--- config.mk ---
export PLATFORM = sky130hd
export DESIGN_NAME = length_prefixed_packet_deframer
export DESIGN_NICKNAME = d
export VERILOG_FILES = /design/src/hw/rtl/lppd_pkg.sv /design/src/hw/rtl/lppd_csr.sv /design/src/hw/rtl/lppd_parser.sv /design/src/hw/rtl/lppd_out_reg.sv /design/src/hw/rtl/length_prefixed_packet_deframer.sv
export SDC_FILE = /design/constraint.sdc
export NUM_CORES = 1
export LEC_CHECK = 0
export BUFFER_PORTS_ARGS = -buffer_cell sky130_fd_sc_hd__buf_2
export CAP_MARGIN = 20
export CORE_AREA = 2 2 122 124
export CTS_BUF_LIST = sky130_fd_sc_hd__clkbuf_16
export CTS_CLUSTER_DIAMETER = 30
export CTS_CLUSTER_SIZE = 12
export DETAILED_ROUTE_END_ITERATION = 12
export DIE_AREA = 0 0 124 126
export SETUP_SLACK_MARGIN = 0.2
export SYNTH_ARGS = -nofsm -noshare
export SYNTH_HDL_FRONTEND = slang
export SYNTH_SLANG_ARGS = --single-unit
--- constraint.sdc ---
create_clock -name clock -period 2.7 [get_ports clock]
set_clock_uncertainty 0.1 [all_clocks]
set_input_delay 0.135 -clock clock [delete_from_list [all_inputs] [get_ports clock]]
set_output_delay 0.135 -clock clock [all_outputs]
set_load 0.1 [all_outputs]
--- src/hw/rtl/lppd_pkg.sv ---
// ----------------------------------------------------------------------------
// Length-prefixed packet deframer package
// Shared types, register map and status codes for the deframer.
// ----------------------------------------------------------------------------
package lppd_pkg;

   // Register map: index of each register, byte address is 4 * index
   localparam int unsigned CSR_ADDR_WIDTH = 4;
   localparam int unsigned CSR_DATA_WIDTH = 32;

   localparam logic [1:0] REG_START_BYTE   = 2'd0;
   localparam logic [1:0] REG_FIRST_TYPE   = 2'd1;
   localparam logic [1:0] REG_SECOND_TYPE  = 2'd2;
   localparam logic [1:0] REG_LENGTH_LIMIT = 2'd3;

   localparam logic [7:0] RESET_START_BYTE   = 8'd170;
   localparam logic [7:0] RESET_FIRST_TYPE   = 8'd1;
   localparam logic [7:0] RESET_SECOND_TYPE  = 8'd2;
   localparam logic [7:0] RESET_LENGTH_LIMIT = 8'd64;

   // Verdict codes carried on the status field
   localparam logic [1:0] STATUS_INCOMPLETE = 2'd0;
   localparam logic [1:0] STATUS_GOOD       = 2'd1;
   localparam logic [1:0] STATUS_BAD        = 2'd2;

   typedef enum logic [2:0] {
      ST_HUNT     = 3'd0,
      ST_TYPE     = 3'd1,
      ST_LENGTH   = 3'd2,
      ST_PAYLOAD  = 3'd3,
      ST_CHECKSUM = 3'd4
   } stage_type;

   typedef struct packed {
      logic [7:0] start_byte_value;
      logic [7:0] first_type_code;
      logic [7:0] second_type_code;
      logic [7:0] length_limit;
   } cfg_type;

   typedef struct packed {
      logic [1:0] status;
      logic       payload_valid;
      logic [7:0] payload_byte;
      logic [7:0] payload_index;
      logic [7:0] packet_type;
      logic [7:0] packet_length;
      logic [7:0] packet_checksum;
   } result_type;

endpackage

--- src/hw/rtl/lppd_csr.sv ---
// ----------------------------------------------------------------------------
// Deframer register block
// APB-style register file holding the start byte, type codes and limit.
// ----------------------------------------------------------------------------
module lppd_csr (
   input  logic                                clock,
   input  logic                                reset,
   input  logic                                psel,
   input  logic                                penable,
   input  logic                                pwrite,
   input  logic [lppd_pkg::CSR_ADDR_WIDTH-1:0] paddr,
   input  logic [lppd_pkg::CSR_DATA_WIDTH-1:0] pwdata,
   output logic [lppd_pkg::CSR_DATA_WIDTH-1:0] prdata,
   output logic                                pready,
   output lppd_pkg::cfg_type                   cfg
);
   import lppd_pkg::*;

   cfg_type    cfg_ff;
   cfg_type    cfg_in;
   logic       wr_en;
   logic [1:0] reg_idx;
   logic [7:0] rd_byte;

   assign pready  = 1'b1;
   assign wr_en   = psel && penable && pwrite;
   assign reg_idx = paddr[3:2];

   // Keep the low byte of a write
   always_comb begin
      cfg_in = cfg_ff;
      if (wr_en) begin
         unique case (reg_idx)
            REG_START_BYTE:   cfg_in.start_byte_value = pwdata[7:0];
            REG_FIRST_TYPE:   cfg_in.first_type_code  = pwdata[7:0];
            REG_SECOND_TYPE:  cfg_in.second_type_code = pwdata[7:0];
            REG_LENGTH_LIMIT: cfg_in.length_limit     = pwdata[7:0];
            default:          cfg_in = cfg_ff;
         endcase
      end
   end

   always_ff @(posedge clock) begin
      if (reset) begin
         cfg_ff.start_byte_value <= RESET_START_BYTE;
         cfg_ff.first_type_code  <= RESET_FIRST_TYPE;
         cfg_ff.second_type_code <= RESET_SECOND_TYPE;
         cfg_ff.length_limit     <= RESET_LENGTH_LIMIT;
      end else begin
         cfg_ff <= cfg_in;
      end
   end

   always_comb begin
      unique case (reg_idx)
         REG_START_BYTE:   rd_byte = cfg_ff.start_byte_value;
         REG_FIRST_TYPE:   rd_byte = cfg_ff.first_type_code;
         REG_SECOND_TYPE:  rd_byte = cfg_ff.second_type_code;
         REG_LENGTH_LIMIT: rd_byte = cfg_ff.length_limit;
         default:          rd_byte = '0;
      endcase
   end

   assign prdata = {{(CSR_DATA_WIDTH-8){1'b0}}, rd_byte};
   assign cfg    = cfg_ff;

endmodule

--- src/hw/rtl/lppd_parser.sv ---
// ----------------------------------------------------------------------------
// Deframer parser
// Frame state machine; forms one result per accepted byte.
// ----------------------------------------------------------------------------
module lppd_parser (
   input  logic                 clock,
   input  logic                 reset,
   input  logic                 accept,
   input  logic [7:0]           rx_byte,
   input  lppd_pkg::cfg_type    cfg,
   output lppd_pkg::result_type result
);
   import lppd_pkg::*;

   stage_type  stage_ff;
   stage_type  stage_in;
   logic [7:0] count_ff;
   logic [7:0] count_in;
   logic [7:0] type_ff;
   logic [7:0] type_in;
   logic [7:0] length_ff;
   logic [7:0] length_in;
   logic [8:0] count_next;
   logic       last_payload;
   logic       type_ok;
   logic       len_ok;

   assign count_next   = {1'b0, count_ff} + 9'd1;
   assign last_payload = count_next >= {1'b0, length_ff};
   assign type_ok      = (type_ff == cfg.first_type_code) ||
                         (type_ff == cfg.second_type_code);
   assign len_ok       = (length_ff != 8'd0) && (length_ff <= cfg.length_limit);

   // Next stage
   always_comb begin
      stage_in = stage_ff;
      unique case (stage_ff)
         ST_HUNT:     if (rx_byte == cfg.start_byte_value) stage_in = ST_TYPE;
         ST_TYPE:     stage_in = ST_LENGTH;
         ST_LENGTH:   stage_in = ST_PAYLOAD;
         ST_PAYLOAD:  if (last_payload) stage_in = ST_CHECKSUM;
         ST_CHECKSUM: stage_in = ST_HUNT;
         default:     stage_in = ST_HUNT;
      endcase
   end

   // Held header fields and payload counter
   always_comb begin
      count_in  = count_ff;
      type_in   = type_ff;
      length_in = length_ff;
      unique case (stage_ff)
         ST_HUNT:     count_in  = count_ff;
         ST_TYPE:     type_in   = rx_byte;
         ST_LENGTH:   length_in = rx_byte;
         ST_PAYLOAD:  count_in  = count_next[7:0];
         ST_CHECKSUM: count_in  = '0;
         default:     count_in  = '0;
      endcase
   end

   // Result for the byte now presented
   always_comb begin
      result = '0;
      unique case (stage_ff)
         ST_PAYLOAD: begin
            result.payload_valid = 1'b1;
            result.payload_byte  = rx_byte;
            result.payload_index = count_ff;
         end
         ST_CHECKSUM: begin
            result.status          = (type_ok && len_ok) ? STATUS_GOOD : STATUS_BAD;
            result.packet_type     = type_ff;
            result.packet_length   = length_ff;
            result.packet_checksum = rx_byte;
         end
         default: result = '0;
      endcase
   end

   always_ff @(posedge clock) begin
      if (reset) begin
         stage_ff  <= ST_HUNT;
         count_ff  <= '0;
         type_ff   <= '0;
         length_ff <= '0;
      end else if (accept) begin
         stage_ff  <= stage_in;
         count_ff  <= count_in;
         type_ff   <= type_in;
         length_ff <= length_in;
      end
   end

   a_verdict_rearms: assert property (@(posedge clock) disable iff (reset)
      accept && stage_ff == ST_CHECKSUM |=> stage_ff == ST_HUNT && count_ff == 8'd0)
      else $error("parser did not return to hunting after checksum");

   a_payload_counts: assert property (@(posedge clock) disable iff (reset)
      accept && stage_ff == ST_PAYLOAD |=> count_ff == $past(count_ff) + 8'd1)
      else $error("payload counter did not advance");

   a_hunt_count_clear: assert property (@(posedge clock) disable iff (reset)
      stage_ff == ST_HUNT || stage_ff == ST_TYPE || stage_ff == ST_LENGTH
      |-> count_ff == 8'd0)
      else $error("payload counter not clear outside a payload");

endmodule

--- src/hw/rtl/lppd_out_reg.sv ---
// ----------------------------------------------------------------------------
// Deframer result register
// Holds one result until taken; refills in the cycle it drains.
// ----------------------------------------------------------------------------
module lppd_out_reg (
   input  logic                 clock,
   input  logic                 reset,
   input  logic                 in_valid,
   output logic                 in_ready,
   input  lppd_pkg::result_type in_result,
   output logic                 out_valid,
   input  logic                 out_ready,
   output lppd_pkg::result_type out_result
);
   import lppd_pkg::*;

   logic       valid_ff;
   logic       valid_in;
   result_type result_ff;

   assign in_ready = !valid_ff || out_ready;
   assign valid_in = (in_valid && in_ready) || (valid_ff && !out_ready);

   always_ff @(posedge clock) begin
      if (reset) begin
         valid_ff <= 1'b0;
      end else begin
         valid_ff <= valid_in;
      end
   end

   always_ff @(posedge clock) begin
      if (in_valid && in_ready) begin
         result_ff <= in_result;
      end
   end

   assign out_valid  = valid_ff;
   assign out_result = result_ff;

   a_load_shows: assert property (@(posedge clock) disable iff (reset)
      in_valid && in_ready |=> out_valid)
      else $error("accepted transaction did not reach the result register");

endmodule

--- src/hw/rtl/length_prefixed_packet_deframer.sv ---
// ----------------------------------------------------------------------------
// Length-prefixed packet deframer
// Hunts for a start byte and splits type, length, payload and checksum.
// ----------------------------------------------------------------------------
// One received byte enters per req transaction and exactly one rsp transaction
// comes out for it in the cycle after it is taken, in order. The block takes
// a byte in any cycle that req_ready is high; the single result register sets
// it, high whenever the register is empty or its result is being taken in the
// same cycle, so with rsp_ready held high the block sustains one byte per
// clock. Each byte is decoded against the frame state: while hunting, bytes
// other than the start byte give an empty result; then come a type byte, a
// length byte, the payload bytes (each passed out with payload_valid and its
// index, a zero length still consuming one byte) and a checksum byte that
// brings the verdict with the held type, length and the unverified checksum.
// The verdict is good only for a type matching either configured code and a
// length from 1 to the configured length limit. Write registers only while no
// transaction is in flight.
// ----------------------------------------------------------------------------
module length_prefixed_packet_deframer (
   input  logic                                clock,
   input  logic                                reset,
   // Received bytes
   input  logic                                req_valid,
   output logic                                req_ready,
   input  logic [7:0]                          req_rx_byte,
   // Results
   output logic                                rsp_valid,
   input  logic                                rsp_ready,
   output logic [1:0]                          rsp_status,
   output logic                                rsp_payload_valid,
   output logic [7:0]                          rsp_payload_byte,
   output logic [7:0]                          rsp_payload_index,
   output logic [7:0]                          rsp_packet_type,
   output logic [7:0]                          rsp_packet_length,
   output logic [7:0]                          rsp_packet_checksum,
   // Register port
   input  logic                                psel,
   input  logic                                penable,
   input  logic                                pwrite,
   input  logic [lppd_pkg::CSR_ADDR_WIDTH-1:0] paddr,
   input  logic [lppd_pkg::CSR_DATA_WIDTH-1:0] pwdata,
   output logic [lppd_pkg::CSR_DATA_WIDTH-1:0] prdata,
   output logic                                pready
);
   import lppd_pkg::*;

   cfg_type    cfg;
   result_type parse_result;
   result_type rsp_result;
   logic       req_accept;

   // A transaction advances the frame state only when it is taken
   assign req_accept = req_valid && req_ready;

   lppd_csr u_csr (
      .clock   (clock),
      .reset   (reset),
      .psel    (psel),
      .penable (penable),
      .pwrite  (pwrite),
      .paddr   (paddr),
      .pwdata  (pwdata),
      .prdata  (prdata),
      .pready  (pready),
      .cfg     (cfg)
   );

   // Decode the incoming byte against the frame state
   lppd_parser u_parser (
      .clock   (clock),
      .reset   (reset),
      .accept  (req_accept),
      .rx_byte (req_rx_byte),
      .cfg     (cfg),
      .result  (parse_result)
   );

   // Hold the result until the consumer takes it
   lppd_out_reg u_out_reg (
      .clock      (clock),
      .reset      (reset),
      .in_valid   (req_valid),
      .in_ready   (req_ready),
      .in_result  (parse_result),
      .out_valid  (rsp_valid),
      .out_ready  (rsp_ready),
      .out_result (rsp_result)
   );

   assign rsp_status          = rsp_result.status;
   assign rsp_payload_valid   = rsp_result.payload_valid;
   assign rsp_payload_byte    = rsp_result.payload_byte;
   assign rsp_payload_index   = rsp_result.payload_index;
   assign rsp_packet_type     = rsp_result.packet_type;
   assign rsp_packet_length   = rsp_result.packet_length;
   assign rsp_packet_checksum = rsp_result.packet_checksum;

endmodule
==> results of run 1 <==
[per-layer routing]
layer  share of wire, %  up-vias
met5                  0        -
met3                6.8       11
met1                 46     1623
met4                1.1        0
li1                   -     1677
met2                 46      125
[cell usage in the layout, fill, tap and decap left out, types with 16 or more instances in the layout]
cell type / instances
mux2i_1: 42
buf_2: 77
conb_1: 25
edfxtp_1: 43
nor2_1: 65
ha_1: 16
xnor2_1: 18
inv_1: 24
and2_1: 32
dfxtp_1: 57
[path summary, 6_finish.rpt]
path / to / startpoint / slack, ns / cells past startpoint
worst max-delay path: u_parser.stage_ff[2] / u_parser.count_ff[1] / 0.35 / 11
worst min-delay path: u_parser.type_ff[4] / req_rx_byte[4] / 0.01 / 3
worst max register to register: u_parser.stage_ff[2] / u_parser.count_ff[1] / 0.35 / 11
worst min register to register: u_parser.count_ff[2] / u_parser.count_ff[2] / 0.40 / 2
[final cells by class]
| class | count | area (sq um) | share of cell area [%] |
|---|---|---|---|
| Sequential cell | 103 | 2500 | 42.1 |
| Multi-Input combinational cell | 307 | 2220 | 37.4 |
| Timing Repair Buffer | 92 | 536 | 9.02 |
| Tap cell | 184 | 230 | 3.88 |
| Clock buffer | 9 | 225 | 3.79 |
| Clock inverter | 7 | 136 | 2.30 |
| Inverter | 24 | 93.8 | 1.58 |
[tightest hold or removal path, cell delays in order]
cell and delay, ns:
buf_2 0.14, mux2i_1 0.08, nor2_1 0.07
[kinds of logic after synthesis]
group / count (synthesis)
compound gates: 39
mux: 50
buf+inv: 63
xor+xnor: 30
other cells: 2
fa+ha+maj: 17
flops: 103
simple gates: 146
[registers in the layout, summed over array words and instances (netlist names)]
signal,flops
u_out_reg.out_result,43
u_csr.cfg,32
u_parser.type_ff,8
u_parser.stage_ff,3
u_parser.count_ff,8
u_out_reg.out_valid,1
u_parser.length_ff,8
[power by group through the flow]
stage | clock network [mW] | logic, mW | registers [mW]
after floorplan | 0 | 0.358 | 1.96
after global placement | 0 | 0.669 | 1.72
after detailed placement | 0 | 0.672 | 1.73
after CTS | 1.59 | 0.685 | 1.69
after global routing | 1.65 | 0.715 | 1.70
final | 1.57 | 0.689 | 1.69
[what timing repair did]
item	4_1_cts	5_1_grt
gates resized for setup	1	8
setup endpoints to repair	1	3
endpoints found under the hold margin	28	0
hold buffers	10	0
pin swaps	0	1
[through the flow]
stage	area [sq um]	worst slack, ns	util (%)	power (mW)
after detailed placement	5420	0.0983	37.8	2.40
final	5940	0.347	41.5	3.94
after floorplan	5020	0.208	-	2.32
after global routing	5940	0.208	41.5	4.06
after CTS	5880	0.228	41.1	3.96
after global placement	5420	0.267	37.8	2.39
==> impl_results.md, run 1 <==
* # port buffers at 77
* Outcome: finished clean
* Initial antenna violation count at 0
* Dpl hpwl at 7840 microns
* Mean Syn Cell Area at 10.9 sq um
* GR Util met3 at 2.40%
* Starting Density at 34.2%
* Post-Synth Adder-Cell Area at 4.34%
* Share of the synthesized area in the top cell type at 26.3%
* Clk root buf: clkbuf_16
* Worst Path Arrival at 2.48 ns
* Final wirelength at 10800 microns
* Critical path type: reg -> reg
* Commonest cells in the netlist: 66 x nor2_1, 60 x dfxtp_1, 43 x edfxtp_1
* Post-Synth XOR/XNOR Area at 5.36%
* Drt wl/cell at 14.8 microns
* Sw frac at 29.7%
* Vias in the first global route at 3251
* H-tree levels at 3
* Peak per-stage delay on the critical path at 0.41 ns
* Kind of cell adding the most delay to the critical path: compound AO/OA/AOI/OAI gates
* Post-Layout Cell Count at 726
* Antenna Cells at 0
* Worst-Margin Slew at 0.638 ns
* Cells after synthesis at 450
* Number of synthesized flops with an enable pin at 43
* Layout area overhead at 21.2%
* Most Crowded Layer GR: met2
* Final worst-path cycle share at 87.2%
* Final antenna-violating net count at 0
* Post-route DRC at 0
* Seq/Total Area, Yosys at 50.8%
* Critical Path End Type: register
* Count of clock tree sinks at 103
* Int Pwr at 2.77 mW
* Final nets at 605
* Fin. Hold Viols at 0
* Yosys warns at 0
* Dpl cells at 699
* Layout cells sized above 1 at 22.3%
* RD Place Congestion at 0.847
* Die area at 15600 sq um
* Count leader, synth: nor2_1
* Clk buf depth at 2
* Clk pwr share at 39.7%
* Met2 Use GR at 22.8%
* RSZ-0062 raised after global routing: false
* Simple-gate share of the synthesized area at 14.5%
* WP data required at 2.82 ns
* Via Count at 3436
* CP max FO at 5
* TritonCTS clock tree: yes
* Core ar. at 14300 sq um
* Post-CTS Setup Bufs at 0
* Hold_ws at 0.0145 ns
* Slew margin rel. at 57.3%
* Largest net degree at the start of global routing at 61
* Pre-Repair DR Iteration Count at 6
* Tmin final at 2.35 ns
* Crit path cell chain: ha_2 > nand2_1 > nor2_4 > xor2_2 > ha_1 > a21oi_1 > o21ai_0 > nand2_1 > o311ai_4 > a21oi_1 > a211oi_2
* CP max stage cell: dfxtp_1
* Worst-path clk slew at 0.07 ns
* Global-route wire length before repair at 16600 microns
* Mapped cell area at 4900 sq um
* Slew Viols, Final at 0
* Post-synthesis mux area share at 12.3%
* Post-synth cell types at 40
* MaxCap Viol Count at 0
* Asr flop ratio synth at 0%
* Final setup fails at 0
* Reg power frac at 42.9%
* TNS Setup at 0 ns
* GRT Util Overall at 13.9%
* Synth Flop Type: dfxtp_1
* I/O pins at 129
* Synth top area cells: edfxtp_1 26%, dfxtp_1 25%, mux2i_1 8.6%, nor2_1 5.1%, ha_1 4.3%
* Pwr per Cell Area at 664 nW/um^2
* Leak Pwr at 2.57 nW
* Synth area leader: edfxtp_1
* Largest family of logic cells by synthesized area: simple AND/OR/NAND/NOR gates
* Fmax at 425 MHz
* Worst Hold Class: in -> reg
* Complex-gate fraction of the synthesized area at 5.64%
* Initial DRC Count at 209
* VDD IR max at 0.325 mV
* Worst path buffer plus inverter count at 0
* Logic gate share of total power at 17.5%
* Gr ovfl total at 0
* Net Switching at 1.17 mW
* Cell row count at 44
* Vias per inst at 4.73
* Clock buffer count from CTS at 9
* Register bit total from synthesis at 103
* Met1 GRT Util at 18.3%
* Die extent in x at 124 microns
* Die height at 126 microns
* Startpoint Class: register
* Fillers at 1374
* Clk_lat worst skew at 0.35 ns
Note: power is estimated with default switching activity, not from simulation.
==> run 2, diff against run 1 <==
--- a/config.mk
+++ b/config.mk
@@ -7,12 +7,13 @@
 export LEC_CHECK = 0
 export BUFFER_PORTS_ARGS = -buffer_cell sky130_fd_sc_hd__buf_2
 export CAP_MARGIN = 20
-export CORE_AREA = 2 2 122 124
+export CORE_AREA = 2 2 100 102
 export CTS_BUF_LIST = sky130_fd_sc_hd__clkbuf_16
 export CTS_CLUSTER_DIAMETER = 30
 export CTS_CLUSTER_SIZE = 12
 export DETAILED_ROUTE_END_ITERATION = 12
-export DIE_AREA = 0 0 124 126
+export DIE_AREA = 0 0 102 104
+export PLACE_DENSITY = 0.78
 export SETUP_SLACK_MARGIN = 0.2
 export SYNTH_ARGS = -nofsm -noshare
 export SYNTH_HDL_FRONTEND = slang
==> run 2 against run 1 <==
Utilization rose by 19 points. Global-route usage is 6.0 points higher. Cell area is 2.5% lower. Largest power group unchanged. Total power decreased by 9.3%. Count of clock-buffer cells in the layout did not move. Sequential cell count unchanged. Cell count shrank 6.9%. Non-clock buffer count grew 1. Clock power shrank 24%. Critical path depth shrank 1. Largest cell class unchanged. Highest routed layer unchanged.
==> impl_results.md, run 2 (synthesis results as in run 1) <==
* GRT Util Overall at 19.8% (was 13.9%)
* # port buffers at 77 (unchanged)
* TritonCTS clock tree: yes (unchanged)
* Layout area overhead at 18.1% (was 21.2%)
* Reg power frac at 47.2% (was 42.9%)
* GR Util met3 at 4.03% (was 2.40%)
* Logic gate share of total power at 19.2% (was 17.5%)
* Clk pwr share at 33.6% (was 39.7%)
* Final antenna-violating net count at 0 (unchanged)
* Vias per inst at 5.17 (was 4.73)
* Initial antenna violation count at 0 (unchanged)
* Most Crowded Layer GR: met2 (unchanged)
* Antenna Cells at 0 (unchanged)
* Vias in the first global route at 3334 (was 3251)
* Crit. Startpoint: u_parser.count_ff[3] (was u_parser.count_ff[1])
* Post-route DRC at 0 (unchanged)
* Sw frac at 32.8% (was 29.7%)
* Pre-Repair DR Iteration Count at 4 (was 6)
* Layout Utilization at 60.7% (was 41.5%)
* Drt wl/cell at 15.4 microns (was 14.8 microns)
* Clk root buf: clkbuf_16 (unchanged)
* Final setup fails at 0 (unchanged)
* I/O pins at 129 (unchanged)
* Worst-path clk slew at 0.07 ns (about the same)
* Clk buf depth at 2 (unchanged)
* Post-CTS Setup Bufs at 0 (unchanged)
* Clk_lat worst skew at 0.35 ns (about the same)
* Final worst-path cycle share at 88.0% (was 87.2%)
* Tmin final at 2.38 ns (was 2.35 ns)
* Layout cells sized above 1 at 22.7% (was 22.3%)
* Fin. Hold Viols at 0 (unchanged)
* Clock buffer count from CTS at 9 (unchanged)
* Starting Density at 51.3% (was 34.2%)
* Cell row count at 36 (was 44)
* Met1 GRT Util at 26.1% (was 18.3%)
* Dpl hpwl at 7510 microns (was 7840 microns)
* MaxCap Viol Count at 0 (unchanged)
* Post-Layout Cell Count at 676 (was 726)
* Reg2reg start: u_parser.count_ff[3] (was u_parser.count_ff[1])
* Leak Pwr at 2.53 nW (was 2.57 nW)
* Final nets at 606 (was 605)
* Core ar. at 9550 sq um (was 14300 sq um)
* Critical path type: reg -> reg (unchanged)
* Final wirelength at 10400 microns (was 10800 microns)
* Slew Viols, Final at 0 (unchanged)
* Die extent in x at 102 microns (was 124 microns)
* Global-route wire length before repair at 16300 microns (was 16600 microns)
* Hold Path Origin: req_rx_byte[5] (was req_rx_byte[4])
* Die height at 104 microns (was 126 microns)
* Via Count at 3496 (was 3436)
* Total power at 3.58 mW (was 3.94 mW)
* TNS Setup at 0 ns (unchanged)
* Gr ovfl total at 0 (unchanged)
* Worst Hold Class: in -> reg (unchanged)
* Fmax at 421 MHz (was 425 MHz)
* Pwr per Cell Area at 618 nW/um^2 (was 664 nW/um^2)
* Worst-Margin Slew at 0.738 ns (was 0.638 ns)
* Int Pwr at 2.40 mW (was 2.77 mW)
* Met2 Use GR at 32.2% (was 22.8%)
* Net Switching at 1.17 mW (about the same)
* WP data required at 2.88 ns (was 2.82 ns)
* Outcome: finished clean (unchanged)
* RD Place Congestion at 0.887 (was 0.847)
* VDD IR max at 0.303 mV (was 0.325 mV)
* Startpoint Class: register (unchanged)
* Count of clock tree sinks at 103 (unchanged)
* Worst Path Arrival at 2.55 ns (was 2.48 ns)
* H-tree levels at 3 (unchanged)
* Largest net degree at the start of global routing at 39 (was 61)
* Dpl cells at 650 (was 699)
* Slew margin rel. at 50.8% (was 57.3%)
* Most common cell after layout, fill and taps aside: buf_2 (unchanged)
* Commonest cells after routing, fill and taps aside: 77 x buf_2, 64 x nor2_1, 57 x dfxtp_1 (was 77 x buf_2, 65 x nor2_1, 57 x dfxtp_1)
* Die area at 10600 sq um (was 15600 sq um)
* Initial DRC Count at 152 (was 209)
* Number of flip-flops in the largest register at 43 (unchanged)
* CP max FO at 5 (unchanged)
* RSZ-0062 raised after global routing: false (unchanged)
* Hold_ws at 0.00880 ns (was 0.0145 ns)
* Critical Path End Type: register (unchanged)
==> run 2: worst max-delay path, cell delays in order, from the launching register on <==
cell and delay (ns):
dfxtp_1 0.42, nand3_2 0.16, nor2_2 0.15, xor2_1 0.32, ha_1 0.30, nand2_1 0.13, o21ai_0 0.11, nand2_1 0.11
o311ai_4 0.13, a21bo_1 0.23, a21oi_2 0.12
==> run 2: repair_timing <==
item                       4_1_cts  5_1_grt
setup endpoints to repair        1        3
hold endpoints to repair        21        0
resized for setup                1        9
pin swaps                        0        0
hold buffers                    10        0
==> run 2: final cells by class <==
type,count,area (sq um)
multi-input cells,307,2230
repair buffers,93,531
well taps,133,166
clock inverters,7,50.0
inverters,24,93.8
clock buffers,9,225
flip-flops and latches,103,2500
fillers,781,3760
==> run 2: routing by layer <==
metal | up-vias | part of all wire [%]
li1 | 1677 | -
met1 | 1656 | 43
met2 | 139 | 48
met3 | 24 | 6.3
met4 | 0 | 2.5
met5 | - | 0
==> run 2: path summary, 6_finish.rpt <==
check | end | slack [ns] | cells after the start
worst max register to register | u_parser.stage_ff[0] | 0.32 | 10
worst min-delay path | u_parser.type_ff[5] | 0.009 | 3
worst max-delay path | u_parser.stage_ff[0] | 0.32 | 10
worst min register to register | u_parser.count_ff[1] | 0.40 | 2
==> run 2: power groups by stage <==
stage	clock (mW)	combinational [mW]	sequential, mW
finish	1.20	0.686	1.69
global route	1.29	0.713	1.69
CTS	1.23	0.686	1.69
detailed placement	0	0.674	1.72
global placement	0	0.668	1.72
floorplan	0	0.358	1.96
==> run 2: stage by stage <==
| step | area (sq um) | setup WS [ns] |
|---|---|---|
| 2_1_floorplan | 5020 | 0.208 |
| 3_3_place_gp | 5370 | 0.309 |
| 3_5_place_dp | 5370 | 0.200 |
| 4_1_cts | 5750 | 0.256 |
| 5_1_grt | 5790 | 0.186 |
| 6_report | 5790 | 0.323 |
